### config.mk
export PLATFORM = sky130hd
export DESIGN_NAME = prime_sieve_filter_chain_top
export DESIGN_NICKNAME = d
export VERILOG_FILES = /design/src/hw/rtl/psf_pkg.sv /design/src/hw/rtl/psf_rem.sv /design/src/hw/rtl/psf_dp.sv /design/src/hw/rtl/psf_ctrl.sv /design/src/hw/rtl/prime_sieve_filter_chain_top.sv
export SDC_FILE = /design/constraint.sdc
export NUM_CORES = 2
export LEC_CHECK = 0
export BUFFER_PORTS_ARGS = -buffer_cell sky130_fd_sc_hd__buf_2
export CORE_ASPECT_RATIO = 0.9
export CORE_MARGIN = 3
export CORE_UTILIZATION = 57
export DETAILED_ROUTE_END_ITERATION = 8
export GPL_ROUTABILITY_DRIVEN = 0
export PLACE_DENSITY = 0.76
export SYNTH_ARGS = -nofsm -noshare
export SYNTH_HDL_FRONTEND = slang
export SYNTH_SLANG_ARGS = --single-unit
### constraint.sdc
create_clock -name i_clk -period 4.64 [get_ports i_clk]
set_clock_uncertainty 0.05 [all_clocks]
set_input_delay 0.232 -clock i_clk [delete_from_list [all_inputs] [get_ports i_clk]]
set_output_delay 0.232 -clock i_clk [all_outputs]
set_load 0.01 [all_outputs]
### src/hw/rtl/psf_pkg.sv
`timescale 1ns / 1ps
// ----------------------------------------------------------------------------
// psf_pkg: shared constants and types for the prime sieve filter chain
// Widths, table size, controller states and the command/status bundles.
// ----------------------------------------------------------------------------
package psf_pkg;

    localparam int VALUE_W    = 31;
    localparam int MAX_PRIMES = 64;
    localparam int IDX_W      = (MAX_PRIMES > 1) ? $clog2(MAX_PRIMES) : 1;
    localparam int CNT_W      = $clog2(MAX_PRIMES + 1);
    localparam int BIT_W      = $clog2(VALUE_W);

    typedef enum logic [2:0] {
        S_IDLE,
        S_FETCH,
        S_START,
        S_DIV,
        S_TEST,
        S_EMIT
    } t_state;

    typedef struct packed {
        logic load_cand;
        logic start_div;
        logic step_div;
        logic next_idx;
        logic emit;
    } t_cmd;

    typedef struct packed {
        logic empty;
        logic div_done;
        logic divides;
        logic last;
        logic out_free;
    } t_sts;

endpackage

### src/hw/rtl/psf_rem.sv
`timescale 1ns / 1ps
// ----------------------------------------------------------------------------
// psf_rem: bit-serial remainder unit
// Restoring remainder of dividend by divisor, one dividend bit per cycle in which i_step is high.
// ----------------------------------------------------------------------------
module psf_rem (
    input  logic                         i_clk,
    input  logic                         i_rst_n,
    input  logic                         i_start,
    input  logic                         i_step,
    input  logic [psf_pkg::VALUE_W-1:0]  i_dividend,
    input  logic [psf_pkg::VALUE_W-1:0]  i_divisor,
    output logic                         o_last,
    output logic [psf_pkg::VALUE_W-1:0]  o_rem
);

    logic [psf_pkg::VALUE_W-1:0] r_div;
    logic [psf_pkg::VALUE_W-1:0] r_shift;
    logic [psf_pkg::VALUE_W-1:0] r_rem;
    logic [psf_pkg::VALUE_W-1:0] n_rem;
    logic [psf_pkg::BIT_W-1:0]   r_bit;
    logic [psf_pkg::VALUE_W:0]   trial;

    // bring down the next dividend bit and subtract where it fits
    always_comb begin
        trial = {r_rem, r_shift[psf_pkg::VALUE_W-1]};
        if (trial >= {1'b0, r_div}) begin
            n_rem = psf_pkg::VALUE_W'(trial - {1'b0, r_div});
        end else begin
            n_rem = trial[psf_pkg::VALUE_W-1:0];
        end
    end

    always_ff @(posedge i_clk) begin
        if (!i_rst_n) begin
            r_bit <= '0;
        end else if (i_start) begin
            r_bit <= psf_pkg::BIT_W'(psf_pkg::VALUE_W - 1);
        end else if (i_step) begin
            r_bit <= r_bit - 1'b1;
        end
    end

    always_ff @(posedge i_clk) begin
        if (i_start) begin
            r_div   <= i_divisor;
            r_shift <= i_dividend;
            r_rem   <= '0;
        end else if (i_step) begin
            r_shift <= {r_shift[psf_pkg::VALUE_W-2:0], 1'b0};
            r_rem   <= n_rem;
        end
    end

    assign o_last = (r_bit == '0);
    assign o_rem  = r_rem;

endmodule

### src/hw/rtl/psf_dp.sv
`timescale 1ns / 1ps
// ----------------------------------------------------------------------------
// psf_dp: sieve datapath
// Candidate register, prime table memory, remainder unit and result register.
// ----------------------------------------------------------------------------
module psf_dp (
    input  logic                         i_clk,
    input  logic                         i_rst_n,
    input  psf_pkg::t_cmd                i_cmd,
    output psf_pkg::t_sts                o_sts,
    input  logic [psf_pkg::VALUE_W-1:0]  i_candidate,
    output logic                         o_res_valid,
    input  logic                         i_res_ready,
    output logic [psf_pkg::VALUE_W-1:0]  o_prime,
    output logic                         o_overflow
);

    logic [psf_pkg::VALUE_W-1:0] mem [psf_pkg::MAX_PRIMES];
    logic [psf_pkg::VALUE_W-1:0] r_cand;
    logic [psf_pkg::VALUE_W-1:0] r_rd_data;
    logic [psf_pkg::IDX_W-1:0]   r_idx;
    logic [psf_pkg::CNT_W-1:0]   r_count;
    logic                        r_out_valid;
    logic [psf_pkg::VALUE_W-1:0] r_prime;
    logic                        r_overflow;
    logic                        full;
    logic                        rem_last;
    logic [psf_pkg::VALUE_W-1:0] rem;

    assign full = (r_count == psf_pkg::CNT_W'(psf_pkg::MAX_PRIMES));

    psf_rem u_rem (
        .i_clk      (i_clk),
        .i_rst_n    (i_rst_n),
        .i_start    (i_cmd.start_div),
        .i_step     (i_cmd.step_div),
        .i_dividend (r_cand),
        .i_divisor  (r_rd_data),
        .o_last     (rem_last),
        .o_rem      (rem)
    );

    always_ff @(posedge i_clk) begin
        if (i_cmd.load_cand) begin
            r_cand <= i_candidate;
            r_idx  <= '0;
        end else if (i_cmd.next_idx) begin
            r_idx  <= r_idx + 1'b1;
        end
    end

    // table memory: one write port, one registered read port
    always_ff @(posedge i_clk) begin
        if (i_cmd.emit && !full) begin
            mem[r_count[psf_pkg::IDX_W-1:0]] <= r_cand;
        end
        r_rd_data <= mem[r_idx];
    end

    always_ff @(posedge i_clk) begin
        if (!i_rst_n) begin
            r_count <= '0;
        end else if (i_cmd.emit && !full) begin
            r_count <= r_count + 1'b1;
        end
    end

    // result word: hold until taken
    always_ff @(posedge i_clk) begin
        if (!i_rst_n) begin
            r_out_valid <= 1'b0;
        end else if (i_cmd.emit) begin
            r_out_valid <= 1'b1;
        end else if (i_res_ready) begin
            r_out_valid <= 1'b0;
        end
    end

    always_ff @(posedge i_clk) begin
        if (i_cmd.emit) begin
            r_prime    <= r_cand;
            r_overflow <= full;
        end
    end

    always_comb begin
        o_sts.empty    = (r_count == '0);
        o_sts.div_done = rem_last;
        // zero as a divisor divides only zero
        o_sts.divides  = (r_rd_data == '0) ? (r_cand == '0) : (rem == '0);
        o_sts.last     = ((psf_pkg::CNT_W'(r_idx) + 1'b1) == r_count);
        o_sts.out_free = !r_out_valid || i_res_ready;
    end

    assign o_res_valid = r_out_valid;
    assign o_prime     = r_prime;
    assign o_overflow  = r_overflow;

endmodule

### src/hw/rtl/psf_ctrl.sv
`timescale 1ns / 1ps
// ----------------------------------------------------------------------------
// psf_ctrl: sieve controller
// Walks the stored primes one at a time and sequences each remainder test.
// ----------------------------------------------------------------------------
module psf_ctrl (
    input  logic           i_clk,
    input  logic           i_rst_n,
    input  logic           i_cand_valid,
    output logic           o_cand_ready,
    input  psf_pkg::t_sts  i_sts,
    output psf_pkg::t_cmd  o_cmd
);

    psf_pkg::t_state r_state;
    psf_pkg::t_state n_state;

    always_ff @(posedge i_clk) begin
        if (!i_rst_n) begin
            r_state <= psf_pkg::S_IDLE;
        end else begin
            r_state <= n_state;
        end
    end

    always_comb begin
        n_state      = r_state;
        o_cmd        = '0;
        o_cand_ready = 1'b0;
        unique case (r_state)
            psf_pkg::S_IDLE: begin
                o_cand_ready = 1'b1;
                if (i_cand_valid) begin
                    o_cmd.load_cand = 1'b1;
                    n_state = i_sts.empty ? psf_pkg::S_EMIT : psf_pkg::S_FETCH;
                end
            end
            psf_pkg::S_FETCH: begin
                n_state = psf_pkg::S_START;
            end
            psf_pkg::S_START: begin
                o_cmd.start_div = 1'b1;
                n_state = psf_pkg::S_DIV;
            end
            psf_pkg::S_DIV: begin
                o_cmd.step_div = 1'b1;
                if (i_sts.div_done) begin
                    n_state = psf_pkg::S_TEST;
                end
            end
            psf_pkg::S_TEST: begin
                if (i_sts.divides) begin
                    // drop the word
                    n_state = psf_pkg::S_IDLE;
                end else if (i_sts.last) begin
                    n_state = psf_pkg::S_EMIT;
                end else begin
                    o_cmd.next_idx = 1'b1;
                    n_state = psf_pkg::S_FETCH;
                end
            end
            psf_pkg::S_EMIT: begin
                if (i_sts.out_free) begin
                    o_cmd.emit = 1'b1;
                    n_state = psf_pkg::S_IDLE;
                end
            end
            default: begin
                n_state = psf_pkg::S_IDLE;
            end
        endcase
    end

endmodule

### src/hw/rtl/prime_sieve_filter_chain_top.sv
`timescale 1ns / 1ps
// ----------------------------------------------------------------------------
// prime_sieve_filter_chain_top: prime sieve over a stream of candidates
// Drops candidates divisible by a stored prime, stores and emits the rest.
// ----------------------------------------------------------------------------
// One candidate is worked at a time. It is tested against the stored primes in
// table order, each test being a table read, a divider load, 31 steps of the
// bit-serial remainder unit and a compare, and a dropped candidate stops at the
// first divisor. The remainder unit takes one dividend bit per step. Results go
// through an output register, so the next candidate is taken while a result
// still waits. Up to 64 primes are kept; once the table is full a surviving
// candidate is emitted with o_overflow set and not stored.
module prime_sieve_filter_chain_top (
    input  logic                         i_clk,
    input  logic                         i_rst_n,
    input  logic                         i_cand_valid,
    output logic                         o_cand_ready,
    input  logic [psf_pkg::VALUE_W-1:0]  i_candidate,
    output logic                         o_res_valid,
    input  logic                         i_res_ready,
    output logic [psf_pkg::VALUE_W-1:0]  o_prime,
    output logic                         o_overflow
);

    psf_pkg::t_cmd cmd;
    psf_pkg::t_sts sts;

    psf_ctrl u_ctrl (
        .i_clk        (i_clk),
        .i_rst_n      (i_rst_n),
        .i_cand_valid (i_cand_valid),
        .o_cand_ready (o_cand_ready),
        .i_sts        (sts),
        .o_cmd        (cmd)
    );

    psf_dp u_dp (
        .i_clk       (i_clk),
        .i_rst_n     (i_rst_n),
        .i_cmd       (cmd),
        .o_sts       (sts),
        .i_candidate (i_candidate),
        .o_res_valid (o_res_valid),
        .i_res_ready (i_res_ready),
        .o_prime     (o_prime),
        .o_overflow  (o_overflow)
    );

endmodule

==> summary by stage <==
Die
Measured along the y axis, the die boundary spans 371 um. 69 I/O pins were placed. The die outline width is 412 um. The initial utilization of the core area, before any placement, comes to 0.576. The floorplan has 133 rows. The core region is 147000 um2. The full die area is 153000 um2.

Timing
The count of final max-slew check failures is 0. The relative max-transition margin is 0.190. The share of the clock period used by the worst path after layout is 0.874. The number of hold violations in the final report was 0. Derived from the worst setup path, the maximum achievable clock frequency is 247 MHz. Hold is met by 68.0 ps. The time the final worst path needs with I/O delays and setup is 4050 ps.

Setup repair after global routing left no endpoint under its margin. After routing, the total negative slack on setup checks comes to 0 ps. The slew at the pin closest to its max-slew limit is 1210 ps. The final setup violation count is 0.

Clock tree
For this design, the sink count on the clock tree is 2193. TritonCTS built the clock tree. Counting the buffers created by CTS gives 197. The tree is rooted in a sky130_fd_sc_hd__clkbuf_16. Clock-pin slew was measured on the worst setup and hold paths at 70 ps. The number of levels in the clock H-tree is 4.

The clock latency of the later-clocked register in the worst-skew pair is 830 ps. The maximum buffer depth of the clock tree is 3.

Pwr
Of the total power, the share spent switching nets is 0.268. The share of total power dissipated in combinational logic is 0.185. The fraction of power consumed by the clock network is 0.331. The static leakage is 0.0292 uW. IR analysis of the VDD net gives a maximum drop of 549 uV. The total power per unit cell area is 516 nW/um2.

Internal power comes to 36000 uW. Of the total power, registers draw 0.484. Power comes to 49200 uW.

The switching power summed over all nets is 13200 uW.

Logic synthesis
In the synthesized netlist the dominant register cell turns out to be sky130_fd_sc_hd__edfxtp_1. The netlist uses 61 different library cells. Each instance of the synthesized netlist takes up on average 22.9 um2. Sorting the synthesized cells by area gives the leading types as sky130_fd_sc_hd__edfxtp_1 75%, sky130_fd_sc_hd__mux4_2 17%, sky130_fd_sc_hd__dfxtp_1 2.0%. For this run, the register share of the synthesized area comes to 0.769. The post-synthesis net count is 3771. During synthesis, Yosys emitted a total of 0 warnings.

The cell area that synthesis handed to floorplanning was 84500 um2. Ranked by instance count, the synthesized netlist is headed by 2109 x sky130_fd_sc_hd__edfxtp_1, 651 x sky130_fd_sc_hd__mux4_2, 115 x sky130_fd_sc_hd__nor2_1. The synthesis-stage register bit count is 2193. The async set or reset register ratio after synthesis is 0. The most area-hungry cell type in the Yosys netlist is sky130_fd_sc_hd__edfxtp_1.

Synthesis produced a netlist whose cell count is 3699. The number of enable-type register cells in the synthesized netlist is 2109. The most frequent cell after synthesis is sky130_fd_sc_hd__edfxtp_1. The fraction of post-synthesis cell area in the top cell type by area is 0.749.

Run
The max-capacitance violation count is 0.

Drt
After detailed routing, the number of remaining DRC violations is 0. Dividing the detail-routed wire length by the instance count gives 34.7 um. After the first detailed-routing iteration, the DRC count stood at 6184. The total vias in the final route is 41262. Dividing the detail-routed via count by the number of cells gives 6.76.

The post-detailed-routing wire length is 212 mm. The iteration count of the initial detailed-routing pass is 5. The remaining antenna violation count is 0.

Worst setup path
Traced cell by cell, the critical path runs through nor4_1 -> nand4_1 -> or4_1 -> o311a_1 -> and2_0 -> nand2b_1 -> a31oi_1 -> o21a_1 -> dlygate4sd3_1. The critical path is of the flip-flop to flip-flop type. In this run the critical register-to-register path is captured at u_ctrl.r_state[2]. Counting both buffers and inverters, the worst setup path holds a total of 1. The worst register-to-register path begins at u_dp.r_cand[0]. The type of destination of the critical path is a flip-flop. STA classifies the critical path startpoint as a flip-flop.

Counting cells, the worst reg-to-reg path comes to 9. The required time of the critical path is 5300 ps. The delay contributed by the slowest stage of the critical path is 790 ps. The critical path's top delay family is simple AND/OR/NAND/NOR gates. In this run the worst path has a maximum fanout of 7. The slowest stage of the critical path belongs to the cell sky130_fd_sc_hd__or4_1. Across all register-to-register paths, the minimum setup slack is 590 ps. At the worst endpoint, the arrival time is 4710 ps.

Worst hold path
The worst hold path class is primary input to flip-flop. The critical hold path startpoint is i_candidate[7]. The worst hold path passes through 2 cells. The path with the worst hold slack has its endpoint at u_dp.r_cand[7].

Final layout
The net total in the final layout is 4039. From synthesis to final layout, the design area changed by 12.7%. Once layout is complete, the utilization of the core stands at 0.649. In the final layout, the share of cells above drive strength 1 is 0.301.

GRT
The total global routing overflow is 0. The largest net degree at the start of global routing is 81. The global-route wire length before repair is 305 mm. The number of antenna violations at the first check in global routing came to 14.

For this run, the total global-route usage over all layers was measured as 0.284. The number of global-route vias before repair is 41054.

Placement
After legalization and detailed placement, the total HPWL measured 116 mm. The number of I/O port buffers is 68.

Outcome
The flow ran to the end, and the final reports show no timing, DRC or antenna violations.
-- stage by stage --
stage | cells | area, um2 | setup slack (ps)
4_1_cts | 6093 | 95300 | 736
5_1_grt | 6093 | 95300 | 472
6_report | 6106 | 95300 | 585
2_1_floorplan | 3699 | 84500 | 383
3_3_place_gp | 5689 | 88500 | 894
3_5_place_dp | 5689 | 88500 | 783
-- state kept, by name, summed over array words and instances, names as in the netlist, 7 cells and up --
register	cells
u_dp.r_cand	31
u_dp.u_rem.o_rem	31
u_dp.r_rd_data	31
u_dp.o_prime	31
u_dp.r_count	7
u_dp.mem	1984
u_dp.u_rem.r_div	31
u_dp.u_rem.r_shift	31
-- cell families (layout without fill, tap and decap cells) --
kind of cell	after synthesis	in the layout	synth area share
compound gates	185	185	0.0137
xor+xnor	35	35	0.00363
fa+ha+maj	37	37	0.00556
buf+inv	231	668	0.0112
flops	2193	2193	0.769
mux	691	691	0.179
other cells	0	13	0
simple gates	327	327	0.0183
-- metal layers --
layer  wire [um]  vias up  global-route usage
li1            -    16232                   -
met1       78900    21790               0.408
met2      100000     2800               0.432
met3       24600      430              0.0684
met4        8050       10               0.104
met5          63        -                   0
-- power groups by stage --
| stage | Clock (uW) | Combinational (uW) | Sequential (uW) |
|---|---|---|---|
| 3_5_place_dp | 0 | 8900 | 24200 |
| 4_1_cts | 16400 | 9050 | 23800 |
| 2_1_floorplan | 0 | 5010 | 24600 |
| 6_report | 16300 | 9080 | 23800 |
| 5_1_grt | 17200 | 9520 | 23800 |
| 3_3_place_gp | 0 | 8760 | 24200 |
-- area by class of cell --
| cell class | instances | area (um2) |
|---|---|---|
| Antenna cell | 13 | 32.5 |
| Clock buffer | 248 | 5220 |
| Clock inverter | 120 | 1160 |
| Fill cell | 9111 | 51500 |
| Inverter | 44 | 165 |
| Multi-Input combinational cell | 1275 | 19100 |
| Sequential cell | 2193 | 65000 |
| Tap cell | 1957 | 2450 |
| Timing Repair Buffer | 256 | 2150 |
-- worst max path at each step --
stage                 startpoint                 to  cells after the start
3_3_place_gp   u_ctrl.r_state[0]    u_dp.mem[25][7]                      8
4_1_cts        u_ctrl.r_state[0]   u_dp.mem[25][21]                      8
5_1_grt        u_ctrl.r_state[0]   u_dp.mem[25][21]                      8
2_1_floorplan  u_ctrl.r_state[0]    u_dp.mem[59][0]                      7
3_5_place_dp   u_ctrl.r_state[0]   u_dp.mem[25][30]                      8
6_report          u_dp.r_cand[0]  u_ctrl.r_state[2]                      9
-- what timing repair did --
item	4_1_cts	5_1_grt
hold endpoints to repair	47	0
gates resized for setup	0	0
hold buffers	36	0
endpoints found under the setup margin	0	0
buffers inserted	0	0
-- placed cells by master, fill, tap and decap left out, types with 36 or more instances in the layout --
cell type,instances
sky130_fd_sc_hd__a21oi_1,51
sky130_fd_sc_hd__buf_2,68
sky130_fd_sc_hd__buf_4,127
sky130_fd_sc_hd__clkbuf_1,46
sky130_fd_sc_hd__clkbuf_16,201
sky130_fd_sc_hd__clkinv_1,56
sky130_fd_sc_hd__dfxtp_1,78
sky130_fd_sc_hd__dlygate4sd3_1,36
sky130_fd_sc_hd__edfxtp_1,2109
sky130_fd_sc_hd__ha_1,36
sky130_fd_sc_hd__inv_1,44
sky130_fd_sc_hd__mux4_2,651
sky130_fd_sc_hd__nand2_1,75
sky130_fd_sc_hd__nor2_1,50
sky130_fd_sc_hd__nor2_4,65
sky130_fd_sc_hd__o21ai_0,53
No activity file was read; power rests on OpenSTA's default activity.
